**src/sbcc_pkg.sv**
```systemverilog
// ----------------------------------------------------------------------------
// Sprite collision tester package
// Codes, widths, the queued job record and the back-end state type.
// ----------------------------------------------------------------------------
package sbcc_pkg;

    // Command codes
    localparam logic CMD_LOAD = 1'b0;
    localparam logic CMD_TEST = 1'b1;

    // Shape codes
    localparam logic [1:0] SHAPE_RECT  = 2'd0;
    localparam logic [1:0] SHAPE_ROUND = 2'd1;

    // Outcome codes
    localparam logic [1:0] OUT_MISS  = 2'd0;
    localparam logic [1:0] OUT_HIT   = 2'd1;
    localparam logic [1:0] OUT_UNSUP = 2'd2;

    // Widths
    localparam int FIELD_W  = 16;              // raw input field
    localparam int DMAG_W   = 17;              // |centre difference| in Q11.4
    localparam int CTR_SH   = 9;               // Q11.4 -> 2^-13 units
    localparam int DIST_W   = DMAG_W + CTR_SH; // |centre difference| in 2^-13 units
    localparam int MUL_W    = 31;              // multiplier operand
    localparam int PROD_W   = 2 * MUL_W;       // multiplier product
    localparam int STEP_W   = 3;

    // Queue between front and back
    localparam int Q_DEPTH  = 2;
    localparam int Q_PTR_W  = (Q_DEPTH > 1) ? $clog2(Q_DEPTH) : 1;
    localparam int Q_CNT_W  = $clog2(Q_DEPTH + 1);

    typedef enum logic [1:0] {
        OP_UNSUP,
        OP_BOX_BOX,
        OP_BOX_CIRCLE
    } t_op;

    // For box/circle, side a is the box and side b the circle.
    typedef struct packed {
        t_op                 op;
        logic [FIELD_W-1:0]  a_w;
        logic [FIELD_W-1:0]  a_sx;
        logic [FIELD_W-1:0]  a_h;
        logic [FIELD_W-1:0]  a_sy;
        logic [FIELD_W-1:0]  b_w;
        logic [FIELD_W-1:0]  b_sx;
        logic [FIELD_W-1:0]  b_h;
        logic [FIELD_W-1:0]  b_sy;
        logic [DMAG_W-1:0]   dxm;
        logic [DMAG_W-1:0]   dym;
    } t_job;

    typedef enum logic [1:0] {
        ST_IDLE,
        ST_RUN,
        ST_HOLD
    } t_state;

endpackage

```
**src/sprite_box_circle_collision.sv**
```systemverilog
// ----------------------------------------------------------------------------
// Sprite box/circle collision tester
// Stores a reference sprite and tests later sprites against it.
// ----------------------------------------------------------------------------
// A load request (command 0) stores the sprite as the reference and
// produces no result. A test request (command 1) is classified by the
// front end against the current reference and queued; the back end then runs
// it on one shared 31x31 multiplier, one product per cycle, and returns one
// outcome: 0 no overlap, 1 overlap, 2 unsupported pair. Box against box is an
// inclusive overlap test on both axes; box against circle clamps the circle
// centre into the box and compares squared distance against radius squared.
// A circle counts only with equal raw width and height and equal raw scales;
// circle/circle and shape codes 2 and 3 are unsupported. The back end takes a
// job from the queue, then settles an unsupported pair with no product, runs
// four extent products for box/box and six for box/circle (three extents,
// three squares), and takes the next job once the outcome is in the output register.
// Loads and up to two queued tests are taken while the back end is busy or a
// finished outcome waits in the output register; a load updates the reference
// only for tests accepted after it.
// ----------------------------------------------------------------------------
module sprite_box_circle_collision import sbcc_pkg::*; (
    input  logic                i_clk,
    input  logic                i_rst_n,
    // request channel
    input  logic                i_in_valid,
    output logic                o_in_ready,
    input  logic                i_command,
    input  logic [1:0]          i_shape,
    input  logic [FIELD_W-1:0]  i_pos_x,
    input  logic [FIELD_W-1:0]  i_pos_y,
    input  logic [FIELD_W-1:0]  i_offset_x,
    input  logic [FIELD_W-1:0]  i_offset_y,
    input  logic [FIELD_W-1:0]  i_box_width,
    input  logic [FIELD_W-1:0]  i_box_height,
    input  logic [FIELD_W-1:0]  i_scale_x,
    input  logic [FIELD_W-1:0]  i_scale_y,
    // result channel
    output logic                o_out_valid,
    input  logic                i_out_ready,
    output logic [1:0]          o_outcome
);

    // front -> queue
    logic push;
    t_job push_job;
    // queue -> back
    logic q_full, q_empty, pop;
    t_job head_job;

    // Classify and latch everything a test needs; hold off when queue is full.
    sbcc_front u_front (
        .i_clk        (i_clk),
        .i_rst_n      (i_rst_n),
        .i_valid      (i_in_valid),
        .i_command    (i_command),
        .i_shape      (i_shape),
        .i_pos_x      (i_pos_x),
        .i_pos_y      (i_pos_y),
        .i_offset_x   (i_offset_x),
        .i_offset_y   (i_offset_y),
        .i_box_width  (i_box_width),
        .i_box_height (i_box_height),
        .i_scale_x    (i_scale_x),
        .i_scale_y    (i_scale_y),
        .i_full       (q_full),
        .o_ready      (o_in_ready),
        .o_push       (push),
        .o_job        (push_job)
    );

    // Decouple the two sides.
    sbcc_queue u_queue (
        .i_clk   (i_clk),
        .i_rst_n (i_rst_n),
        .i_push  (push),
        .i_job   (push_job),
        .i_pop   (pop),
        .o_full  (q_full),
        .o_empty (q_empty),
        .o_job   (head_job)
    );

    // Sequence the products and compares; hold the outcome until taken.
    sbcc_back u_back (
        .i_clk     (i_clk),
        .i_rst_n   (i_rst_n),
        .i_empty   (q_empty),
        .i_job     (head_job),
        .o_pop     (pop),
        .o_valid   (o_out_valid),
        .i_ready   (i_out_ready),
        .o_outcome (o_outcome)
    );

endmodule

```
**src/sbcc_front.sv**
```systemverilog
// ----------------------------------------------------------------------------
// Sprite collision tester front end
// Holds the reference sprite, classifies test requests and queues jobs.
// ----------------------------------------------------------------------------
module sbcc_front import sbcc_pkg::*; (
    input  logic                i_clk,
    input  logic                i_rst_n,
    input  logic                i_valid,
    input  logic                i_command,
    input  logic [1:0]          i_shape,
    input  logic [FIELD_W-1:0]  i_pos_x,
    input  logic [FIELD_W-1:0]  i_pos_y,
    input  logic [FIELD_W-1:0]  i_offset_x,
    input  logic [FIELD_W-1:0]  i_offset_y,
    input  logic [FIELD_W-1:0]  i_box_width,
    input  logic [FIELD_W-1:0]  i_box_height,
    input  logic [FIELD_W-1:0]  i_scale_x,
    input  logic [FIELD_W-1:0]  i_scale_y,
    input  logic                i_full,
    output logic                o_ready,
    output logic                o_push,
    output t_job                o_job
);

    logic [1:0]         r_ref_shape;
    logic [FIELD_W-1:0] r_ref_pos_x, r_ref_pos_y, r_ref_offset_x, r_ref_offset_y;
    logic [FIELD_W-1:0] r_ref_width, r_ref_height, r_ref_scale_x, r_ref_scale_y;

    logic               accept;
    logic               in_circle, ref_circle;
    logic [DMAG_W-1:0]  dxm, dym;

    function automatic logic [FIELD_W-1:0] f_mag(input logic [FIELD_W-1:0] v);
        return v[FIELD_W-1] ? (~v + 1'b1) : v;
    endfunction

    // |(p_in + o_in) - (p_ref + o_ref)| in Q11.4
    function automatic logic [DMAG_W-1:0] f_dist(
        input logic [FIELD_W-1:0] p_in,
        input logic [FIELD_W-1:0] o_in,
        input logic [FIELD_W-1:0] p_ref,
        input logic [FIELD_W-1:0] o_ref
    );
        logic [DMAG_W-1:0] s_in, s_ref;
        logic [DMAG_W:0]   d;
        s_in  = {p_in[FIELD_W-1], p_in} + {o_in[FIELD_W-1], o_in};
        s_ref = {p_ref[FIELD_W-1], p_ref} + {o_ref[FIELD_W-1], o_ref};
        d     = {s_in[DMAG_W-1], s_in} - {s_ref[DMAG_W-1], s_ref};
        if (d[DMAG_W]) begin
            d = ~d + 1'b1;
        end
        return d[DMAG_W-1:0];
    endfunction

    assign o_ready = !i_full;
    assign accept  = i_valid && o_ready;
    assign o_push  = accept && (i_command == CMD_TEST);

    // A circle needs equal raw width/height and equal raw scales.
    assign in_circle  = (i_box_width == i_box_height) && (i_scale_x == i_scale_y);
    assign ref_circle = (r_ref_width == r_ref_height) && (r_ref_scale_x == r_ref_scale_y);

    assign dxm = f_dist(i_pos_x, i_offset_x, r_ref_pos_x, r_ref_offset_x);
    assign dym = f_dist(i_pos_y, i_offset_y, r_ref_pos_y, r_ref_offset_y);

    always_comb begin
        o_job.op   = OP_UNSUP;
        o_job.dxm  = dxm;
        o_job.dym  = dym;
        // default: reference on side a
        o_job.a_w  = f_mag(r_ref_width);
        o_job.a_sx = f_mag(r_ref_scale_x);
        o_job.a_h  = f_mag(r_ref_height);
        o_job.a_sy = f_mag(r_ref_scale_y);
        o_job.b_w  = f_mag(i_box_width);
        o_job.b_sx = f_mag(i_scale_x);
        o_job.b_h  = f_mag(i_box_height);
        o_job.b_sy = f_mag(i_scale_y);
        if (r_ref_shape == SHAPE_RECT && i_shape == SHAPE_RECT) begin
            o_job.op = OP_BOX_BOX;
        end else if (r_ref_shape == SHAPE_RECT && i_shape == SHAPE_ROUND) begin
            o_job.op = in_circle ? OP_BOX_CIRCLE : OP_UNSUP;
        end else if (r_ref_shape == SHAPE_ROUND && i_shape == SHAPE_RECT) begin
            // swap: incoming box on side a, reference circle on side b
            o_job.op   = ref_circle ? OP_BOX_CIRCLE : OP_UNSUP;
            o_job.a_w  = f_mag(i_box_width);
            o_job.a_sx = f_mag(i_scale_x);
            o_job.a_h  = f_mag(i_box_height);
            o_job.a_sy = f_mag(i_scale_y);
            o_job.b_w  = f_mag(r_ref_width);
            o_job.b_sx = f_mag(r_ref_scale_x);
            o_job.b_h  = f_mag(r_ref_height);
            o_job.b_sy = f_mag(r_ref_scale_y);
        end
    end

    always_ff @(posedge i_clk) begin
        if (!i_rst_n) begin
            r_ref_shape    <= SHAPE_RECT;
            r_ref_pos_x    <= '0;
            r_ref_pos_y    <= '0;
            r_ref_offset_x <= '0;
            r_ref_offset_y <= '0;
            r_ref_width    <= '0;
            r_ref_height   <= '0;
            r_ref_scale_x  <= '0;
            r_ref_scale_y  <= '0;
        end else if (accept && i_command == CMD_LOAD) begin
            r_ref_shape    <= i_shape;
            r_ref_pos_x    <= i_pos_x;
            r_ref_pos_y    <= i_pos_y;
            r_ref_offset_x <= i_offset_x;
            r_ref_offset_y <= i_offset_y;
            r_ref_width    <= i_box_width;
            r_ref_height   <= i_box_height;
            r_ref_scale_x  <= i_scale_x;
            r_ref_scale_y  <= i_scale_y;
        end
    end

endmodule

```
**src/sbcc_queue.sv**
```systemverilog
// ----------------------------------------------------------------------------
// Sprite collision tester job queue
// Small FIFO of classified jobs between front and back end.
// ----------------------------------------------------------------------------
module sbcc_queue import sbcc_pkg::*; (
    input  logic  i_clk,
    input  logic  i_rst_n,
    input  logic  i_push,
    input  t_job  i_job,
    input  logic  i_pop,
    output logic  o_full,
    output logic  o_empty,
    output t_job  o_job
);

    t_job               r_mem [Q_DEPTH];
    logic [Q_PTR_W-1:0] r_wptr, r_rptr, n_wptr, n_rptr;
    logic [Q_CNT_W-1:0] r_count, n_count;

    assign o_full  = (r_count == Q_CNT_W'(Q_DEPTH));
    assign o_empty = (r_count == '0);
    assign o_job   = r_mem[r_rptr];

    always_comb begin
        n_wptr  = r_wptr;
        n_rptr  = r_rptr;
        n_count = r_count;
        if (i_push) begin
            n_wptr = (r_wptr == Q_PTR_W'(Q_DEPTH - 1)) ? '0 : r_wptr + 1'b1;
        end
        if (i_pop) begin
            n_rptr = (r_rptr == Q_PTR_W'(Q_DEPTH - 1)) ? '0 : r_rptr + 1'b1;
        end
        if (i_push && !i_pop) begin
            n_count = r_count + 1'b1;
        end else if (i_pop && !i_push) begin
            n_count = r_count - 1'b1;
        end
    end

    always_ff @(posedge i_clk) begin
        if (!i_rst_n) begin
            r_wptr  <= '0;
            r_rptr  <= '0;
            r_count <= '0;
        end else begin
            r_wptr  <= n_wptr;
            r_rptr  <= n_rptr;
            r_count <= n_count;
        end
    end

    always_ff @(posedge i_clk) begin
        if (i_push) begin
            r_mem[r_wptr] <= i_job;
        end
    end

endmodule

```
**src/sbcc_back.sv**
```systemverilog
// ----------------------------------------------------------------------------
// Sprite collision tester back end
// Runs one job at a time on a shared multiplier and holds the result.
// ----------------------------------------------------------------------------
module sbcc_back import sbcc_pkg::*; (
    input  logic        i_clk,
    input  logic        i_rst_n,
    input  logic        i_empty,
    input  t_job        i_job,
    output logic        o_pop,
    output logic        o_valid,
    input  logic        i_ready,
    output logic [1:0]  o_outcome
);

    t_state              r_state, n_state;
    logic [STEP_W-1:0]   r_step, n_step;
    t_job                r_job, n_job;
    logic [PROD_W-1:0]   r_prod, n_prod;
    logic [PROD_W-1:0]   r_acc, n_acc;
    logic [PROD_W-1:0]   r_rsq, n_rsq;
    logic [DIST_W-1:0]   r_gx, n_gx, r_gy, n_gy;
    logic                r_hit, n_hit;
    logic [1:0]          r_res, n_res;
    logic                r_out_valid, n_out_valid;
    logic [1:0]          r_outcome, n_outcome;

    logic [MUL_W-1:0]    mul_a, mul_b;
    logic [DIST_W-1:0]   dx_d, dy_d;
    logic [MUL_W:0]      ext_sum;
    logic [PROD_W-1:0]   sq_sum;
    logic                out_free, done;
    logic [1:0]          res;

    function automatic logic [DIST_W-1:0] f_gap(
        input logic [DIST_W-1:0] d,
        input logic [MUL_W-1:0]  h
    );
        logic [DIST_W-1:0] g;
        g = '0;
        if (MUL_W'(d) > h) begin
            g = d - h[DIST_W-1:0];
        end
        return g;
    endfunction

    assign dx_d     = {r_job.dxm, {CTR_SH{1'b0}}};
    assign dy_d     = {r_job.dym, {CTR_SH{1'b0}}};
    assign ext_sum  = {1'b0, r_acc[MUL_W-1:0]} + {1'b0, r_prod[MUL_W-1:0]};
    assign sq_sum   = r_acc + r_prod;
    assign out_free = !r_out_valid || i_ready;
    assign n_prod   = PROD_W'(mul_a) * PROD_W'(mul_b);

    always_comb begin
        n_state     = r_state;
        n_step      = r_step;
        n_job       = r_job;
        n_acc       = r_acc;
        n_rsq       = r_rsq;
        n_gx        = r_gx;
        n_gy        = r_gy;
        n_hit       = r_hit;
        n_res       = r_res;
        n_out_valid = r_out_valid && !i_ready;
        n_outcome   = r_outcome;
        o_pop       = 1'b0;
        mul_a       = '0;
        mul_b       = '0;
        done        = 1'b0;
        res         = OUT_UNSUP;

        case (r_state)
            ST_IDLE: begin
                if (!i_empty) begin
                    o_pop   = 1'b1;
                    n_job   = i_job;
                    n_step  = '0;
                    n_state = ST_RUN;
                end
            end
            ST_RUN: begin
                n_step = r_step + 1'b1;
                case (r_job.op)
                    OP_BOX_BOX: begin
                        // half extents: a.x, b.x, a.y, b.y
                        case (r_step)
                            3'd0: begin
                                mul_a = MUL_W'(r_job.a_w);
                                mul_b = MUL_W'(r_job.a_sx);
                            end
                            3'd1: begin
                                mul_a = MUL_W'(r_job.b_w);
                                mul_b = MUL_W'(r_job.b_sx);
                                n_acc = r_prod;
                            end
                            3'd2: begin
                                mul_a = MUL_W'(r_job.a_h);
                                mul_b = MUL_W'(r_job.a_sy);
                                n_hit = ((MUL_W + 1)'(dx_d) <= ext_sum);
                            end
                            3'd3: begin
                                mul_a = MUL_W'(r_job.b_h);
                                mul_b = MUL_W'(r_job.b_sy);
                                n_acc = r_prod;
                            end
                            default: begin
                                done = 1'b1;
                                res  = (r_hit && ((MUL_W + 1)'(dy_d) <= ext_sum)) ?
                                       OUT_HIT : OUT_MISS;
                            end
                        endcase
                    end
                    OP_BOX_CIRCLE: begin
                        // box half extents, radius, radius squared, gaps squared
                        case (r_step)
                            3'd0: begin
                                mul_a = MUL_W'(r_job.a_w);
                                mul_b = MUL_W'(r_job.a_sx);
                            end
                            3'd1: begin
                                mul_a = MUL_W'(r_job.a_h);
                                mul_b = MUL_W'(r_job.a_sy);
                                n_gx  = f_gap(dx_d, r_prod[MUL_W-1:0]);
                            end
                            3'd2: begin
                                mul_a = MUL_W'(r_job.b_w);
                                mul_b = MUL_W'(r_job.b_sx);
                                n_gy  = f_gap(dy_d, r_prod[MUL_W-1:0]);
                            end
                            3'd3: begin
                                mul_a = r_prod[MUL_W-1:0];
                                mul_b = r_prod[MUL_W-1:0];
                            end
                            3'd4: begin
                                mul_a = MUL_W'(r_gx);
                                mul_b = MUL_W'(r_gx);
                                n_rsq = r_prod;
                            end
                            3'd5: begin
                                mul_a = MUL_W'(r_gy);
                                mul_b = MUL_W'(r_gy);
                                n_acc = r_prod;
                            end
                            default: begin
                                done = 1'b1;
                                res  = (sq_sum < r_rsq) ? OUT_HIT : OUT_MISS;
                            end
                        endcase
                    end
                    default: begin
                        done = 1'b1;
                        res  = OUT_UNSUP;
                    end
                endcase
                if (done) begin
                    if (out_free) begin
                        n_out_valid = 1'b1;
                        n_outcome   = res;
                        n_state     = ST_IDLE;
                    end else begin
                        n_res   = res;
                        n_state = ST_HOLD;
                    end
                end
            end
            ST_HOLD: begin
                if (out_free) begin
                    n_out_valid = 1'b1;
                    n_outcome   = r_res;
                    n_state     = ST_IDLE;
                end
            end
            default: begin
                n_state = ST_IDLE;
            end
        endcase
    end

    always_ff @(posedge i_clk) begin
        if (!i_rst_n) begin
            r_state     <= ST_IDLE;
            r_step      <= '0;
            r_out_valid <= 1'b0;
        end else begin
            r_state     <= n_state;
            r_step      <= n_step;
            r_out_valid <= n_out_valid;
        end
    end

    always_ff @(posedge i_clk) begin
        r_job     <= n_job;
        r_prod    <= n_prod;
        r_acc     <= n_acc;
        r_rsq     <= n_rsq;
        r_gx      <= n_gx;
        r_gy      <= n_gy;
        r_hit     <= n_hit;
        r_res     <= n_res;
        r_outcome <= n_outcome;
    end

    assign o_valid   = r_out_valid;
    assign o_outcome = r_outcome;

endmodule

```
**config.mk**
```make
export PLATFORM = sky130hd
export DESIGN_NAME = sprite_box_circle_collision
export DESIGN_NICKNAME = d
export VERILOG_FILES = /design/src/sbcc_pkg.sv /design/src/sprite_box_circle_collision.sv /design/src/sbcc_front.sv /design/src/sbcc_queue.sv /design/src/sbcc_back.sv
export SDC_FILE = /design/constraint.sdc
export NUM_CORES = 2
export LEC_CHECK = 0
export CAP_MARGIN = 10
export CORE_UTILIZATION = 59
export CTS_BUF_LIST = sky130_fd_sc_hd__clkbuf_2
export CTS_CLUSTER_SIZE = 16
export DETAILED_ROUTE_END_ITERATION = 10
export DONT_BUFFER_PORTS = 1
export PLACE_DENSITY = 0.78
export SYNTH_ARGS = -nofsm -noshare
export SYNTH_HDL_FRONTEND = slang
export SYNTH_SLANG_ARGS = --single-unit
```
**constraint.sdc**
```tcl
create_clock -name i_clk -period 9.25 [get_ports i_clk]
set_input_delay 0.925 -clock i_clk [delete_from_list [all_inputs] [get_ports i_clk]]
set_output_delay 0.925 -clock i_clk [all_outputs]
set_load 0.02 [all_outputs]
```
* Word-level counts from Yosys, hierarchy flattened
Memories as Yosys holds them, arrays and structs flattened. A register that Yosys moved wholly into a read port is not among the register bits.
Cells that the tools add are included.
** Operators by class
- Mux-type cells :: 59
- $mul :: 1
- Add/sub/neg operators :: 25
- Eq/ne operators :: 22
- Bitwise logic cells :: 13
- $lt $le $gt $ge :: 5
- Reductions and logical operators :: 40
** Operator list (number)
- 31-bit case mux with 6 select lines :: 2
- 128-bit two-way mux :: 2
- 130-bit two-way mux :: 1
- 16-bit by 1-bit adder with 16-bit output (second input constant) :: 8
- 16-bit two-way mux :: 8
- 16-bit NOT :: 8
- 16-bit case mux with 4 select lines :: 2
- 62-bit two-way mux :: 2
- 31-bit case mux with 2 select lines :: 2
- 62-bit case mux with 2 select lines :: 1
- 16-bit by 16-bit adder with 17-bit output :: 4
- 16-bit equality test :: 4
- 26-bit by 32-bit less-or-equal comparator with 1-bit output :: 2
- 62-bit adder :: 1
- 26-bit by 31-bit > comparator with 1-bit output :: 2
- 62-bit less-than comparator :: 1
- 31-bit by 31-bit multiplier with 62-bit output :: 1
- 31-bit two-way mux :: 2
- 26-bit subtractor :: 2
- 17-bit by 17-bit subtractor with 18-bit output :: 2
- 17-bit by 1-bit adder with 17-bit output (second input constant) :: 2
- 17-bit two-way mux :: 2
- 17-bit NOT :: 2
- 31-bit by 31-bit adder with 32-bit output :: 1
- other kinds (31) :: 101
** Storage, ports and cells
- Word-level logic and storage cells :: 189
- Memories :: 1
- Bits in writable memories :: 328
- Input port bits :: 135
- Register bits :: 383
** Memories
- u_queue.r_mem :: depth 2, width 164, rd ports 1, clocked after Yosys merged registers in 1, wr ports 1, line sbcc_queue.sv:16 : t_job r_mem [Q_DEPTH];

* Logic depth before layout (Yosys ltp)
- Word-level depth :: 9
- Depth in mapped cells :: 39

* By module
A second synthesis with hierarchy kept.
** Second synthesis, totals
- Cell total of the unflattened synthesis :: 7551
- Area total of the unflattened synthesis :: 76913.8 sq um
** By module, submodules not included
- sbcc_back :: times used 1, sequential area each 11721.2 sq um, cells each 5295, area an instance 51215.4 sq um
- sbcc_front :: times used 1, sequential area each 2602.5 sq um, cells each 1724, area an instance 13580.5 sq um
- sbcc_queue :: times used 1, sequential area each 9949.5 sq um, cells each 532, area an instance 12117.9 sq um

* Worst setup path before layout
Ideal clock, no wire load.
- Kind :: flip-flop to flip-flop
- Start point :: reg u_back.r_step[2]
- End point :: reg u_back.r_prod[60]
- Path slack :: -156 ps
- Setup time :: 72 ps
- Data arrival time :: 9335 ps
- Clock period less this slack :: 9406 ps
- Stages on the path, launching flop included :: 37
- Cell sequence :: dfxtp_1 -> clkbuf_1 -> inv_1 -> ha_1 -> clkbuf_1 -> clkbuf_1 -> clkbuf_1 -> a222oi_1 -> and2_1 -> o21ai_1 -> clkbuf_1 -> nand2_1 -> fa_1 -> inv_1 -> fa_1 -> inv_1 -> fa_1 -> fa_1 -> fa_1 -> inv_1 -> fa_1 -> fa_1 -> inv_1 -> fa_1 -> inv_1 -> ha_1 -> clkbuf_1 -> nand4_1 -> nor4_1 -> nand2_1 -> a2111oi_1 -> o211ai_1 -> a21oi_1 -> o21ai_0 -> a41oi_1 -> a31o_2 -> xor2_1
** Between the ends
- Word-level cells in the longest chain between the ends :: 5
- Elaborated cells between the ends (all ways) :: 15
** RTL lines
- start: declaration :: line sbcc_back.sv:17 : logic [STEP_W-1:0] r_step, n_step;
- start signal: assignment :: line sbcc_back.sv:186 : r_step <= n_step;
- 3-bit equality test, or another cell as far along :: line sbcc_back.sv:115 : case (r_step)
- 31-bit case mux with 6 select lines or 16-bit case mux with 4 select lines (tied branches) :: line sbcc_back.sv:115, sbcc_back.sv:86
- 31-bit case mux with 2 select lines :: line sbcc_back.sv:83 : case (r_job.op)
- 31-bit two-way mux :: line sbcc_back.sv:72 : case (r_state)
- 31-bit by 31-bit multiplier with 62-bit output * :: line sbcc_back.sv:52 : assign n_prod = PROD_W'(mul_a) * PROD_W'(mul_b);
- via u_back.n_prod[60] :: line sbcc_back.sv:19 : logic [PROD_W-1:0] r_prod, n_prod;
- end signal: assignment :: line sbcc_back.sv:193 : r_prod <= n_prod;
- end: declaration :: line sbcc_back.sv:19
Mark *: on every way through the listed nets, which the timed path passes. The rest lies on a longest branch.
A chain may end at the register's enable or synchronous reset.

* Worst setup path after layout
- Start point :: reg u_back.r_step[0]
- End point :: reg u_back.r_prod[60]
Same word-level chain as after synthesis.

==> impl_metrics.toml <==
[status]
status = "complete, no violations"

[placed_design]
dpl_cell_area_um2 = 81900
place.gp.congestion = 1.08
dp_hpwl_mm = 184
portBuffers = 0

[synth]
yosysTopAreaCell = "edfxtp_1"
yosysTopAreaCellShare_pct = 26.5
synth_seq_cells = 875
synth_edf_count = 673
synth_nets = 8984
synth_warnings = 0
postSynth.asyncResetShare_pct = 0
synth.distinct_cells = 96
synth_common_cells = "inv_1, nand2_1, fa_1, edfxtp_1, nor2_1"
ys.flop_type = "edfxtp_1"
netlist_instances = 7474
synth_most_common_cell = "inv_1"
ys_seq_area_share_pct = 31.8
avgSynthCellArea_um2 = 10.2
synthesis.area_um2 = 76300
synthTopCellsByArea = "edfxtp_1, fa_1, ha_1"

[routing]
vias_per_cell = 5.97
detail_route.wl_per_cell_um = 24.3
ant_nets = 0
finalWirelength_mm = 245
remaining_drc_errors = 0
first_pass_iters = 9
drt_iter0_markers = 6015
vias = 60200

[setup_path]
cp_slowest_cell = "fa_2"
ff2ff_path_depth = 35
crit_arrival_ns = 10.66
crit_fanout = 10
endpoint_kind = "flop"
crit_type = "reg -> reg"
critPathMaxStageDelay_ns = 0.60
startpoint_type = "flop"
crit_top_cell = "fa_1"
required_ns = 10.84

[clock_network]
worstSkewPairLatency_ns = 1.70
cts_buffers = 214
cts_sinks = 875
tritoncts = "yes"
clockBufferDepth = 3
cts_root_buffer = "clkbuf_2"
path_clk_slew_ns = 0.10
htree_levels = 4

[power_and_ir_drop]
p_per_area_nw_per_um2 = 167
vdd_ir_drop_max_uv = 173
finalPower_uw = 14700
p_leak_uw = 0.0399

[global_routing]
gr-usage-all-layers_pct = 37.3
grt_pass1_vias = 62500
grt_pass1_wl_mm = 366
grt_max_degree = 141
grt_antenna_before_repair = 11
overflow = 0

[hold_path]
min_path_type = "in -> reg"
hold_depth = 4

[finish]
finalInstanceArea_um2 = 88000
fin_util_pct = 68.8
area_growth_syn_to_layout_pct = 15.3
layout.nets = 9742
drive_gt1_share_pct = 15.7

[timing]
finalCriticalPeriod_ns = 9.07
final_max_slew_viol_count = 0
finalSetupTns_ns = 0
setup_viol = 0
finalHoldViolCount = 0
tightestPinTransition_ns = 1.23
max_freq_ghz = 0.110
finalCritPeriodShare_pct = 98.0
timing.slew.headroom_pct = 17.7
rsz0062_at_grt = "true"
worst_clock_skew_ns = 0.225

[die]
initial_core_util_pct = 59.7
die-height_um = 362
design.core.area_um2 = 128000
dieArea_um2 = 131000
io_pins = 139
fp-row-count = 131
dieWidth_um = 362

[flow_run]
maxCapViolations = 0
cell families after synthesis:
group | share of synthesized area (%)
AND/OR/NAND/NOR | 12.0
buffers and inverters | 6.98
adder cells (fa/ha/maj) | 31.1
AO/OA/AOI/OAI | 9.57
flip-flops | 31.8
XOR/XNOR | 4.40
multiplexers | 4.15
per-layer routing:
layer	GRT usage [%]	part of all wire, %	up-vias
li1	-	-	26400
met1	46.9	38	29500
met2	59.2	46	3377
met3	8.87	9.9	878
met4	21.2	6.8	0
met5	0	0	-
state kept, by name, summed over array words and instances, names as in the netlist, 3 cells and up:
signal                  count
u_back.dx_d                17
u_back.dy_d                17
u_back.r_acc               62
u_back.r_gx                26
u_back.r_gy                26
u_back.r_job              130
u_back.r_prod              62
u_back.r_rsq               62
u_back.r_step               3
u_front.r_ref_height       16
u_front.r_ref_offset_x     16
u_front.r_ref_offset_y     16
u_front.r_ref_pos_x        16
u_front.r_ref_pos_y        16
u_front.r_ref_scale_x      16
u_front.r_ref_scale_y      16
u_front.r_ref_width        16
u_queue.r_mem             328
worst max-delay path: cells and delay by family, from the launching register on:
family,cells,cell delay (ns)
AND/OR/NAND/NOR,3,0.49
buffers and inverters,9,0.80
flip-flops,1,0.39
AO/OA/AOI/OAI,12,2.56
adder cells (fa/ha/maj),10,4.66
XOR/XNOR,1,0.13
stage by stage:
stage	std cells	hold slack, ns	setup WS, ns
after CTS	10000	0.0000739	0.0338
final	10100	0.143	0.183
after global placement	9350	0.444	-0.298
after floorplan	7474	0.430	0.00490
after detailed placement	9350	0.456	-0.564
after global routing	10100	0.0560	-0.118
final timing paths:
kind / startpoint / endpoint / slack [ns]
setup / recovery: u_back.r_step[0] / u_back.r_prod[60] / 0.18
hold / removal: i_offset_y[12] / u_queue.r_mem[0][13] / 0.14
setup reg to reg: u_back.r_step[0] / u_back.r_prod[60] / 0.18
hold reg to reg: u_back.r_prod[39] / u_back.r_acc[39] / 0.37
placed cells by master, fill, tap and decap left out, types with 48 or more instances in the layout:
cell	n
dfxtp_1	199
nand4_1	54
nor2_1	565
mux2i_1	127
a21boi_0	139
edfxtp_1	673
nand3_1	84
fa_1	848
clkbuf_2	306
a21o_1	142
dlygate4sd3_1	292
a21oi_1	189
nor3_1	59
o21ai_0	141
inv_1	1050
buf_4	522
buf_12	50
mux2_2	168
xor2_1	211
a22oi_1	63
and2_1	60
nand2_1	967
ha_1	483
xnor2_1	170
clkinv_1	48
timing repair:
action	in CTS	in global routing
cloned	0	2
buffers inserted	4	31
pin swaps	6	93
hold buffers	293	0
gates resized for setup	18	150
setup endpoints to repair	16	32
endpoints found under the hold margin	481	0
power breakdown:
part	total, uW	internal [uW]	switching [uW]
clock network	2760	1070	1690
registers	5740	5300	444
logic	6230	2440	3800
cell type report:
class	count	area, um^2
multi-input combinational	5192	47400
fill	9477	39900
sequential	875	24300
timing repair buffer	882	8080
inverter	1067	4020
tap	1662	2080
clock buffer	306	1530
clock inverter	92	577
antenna	7	17.5
Power figures use the tool's default switching activity.
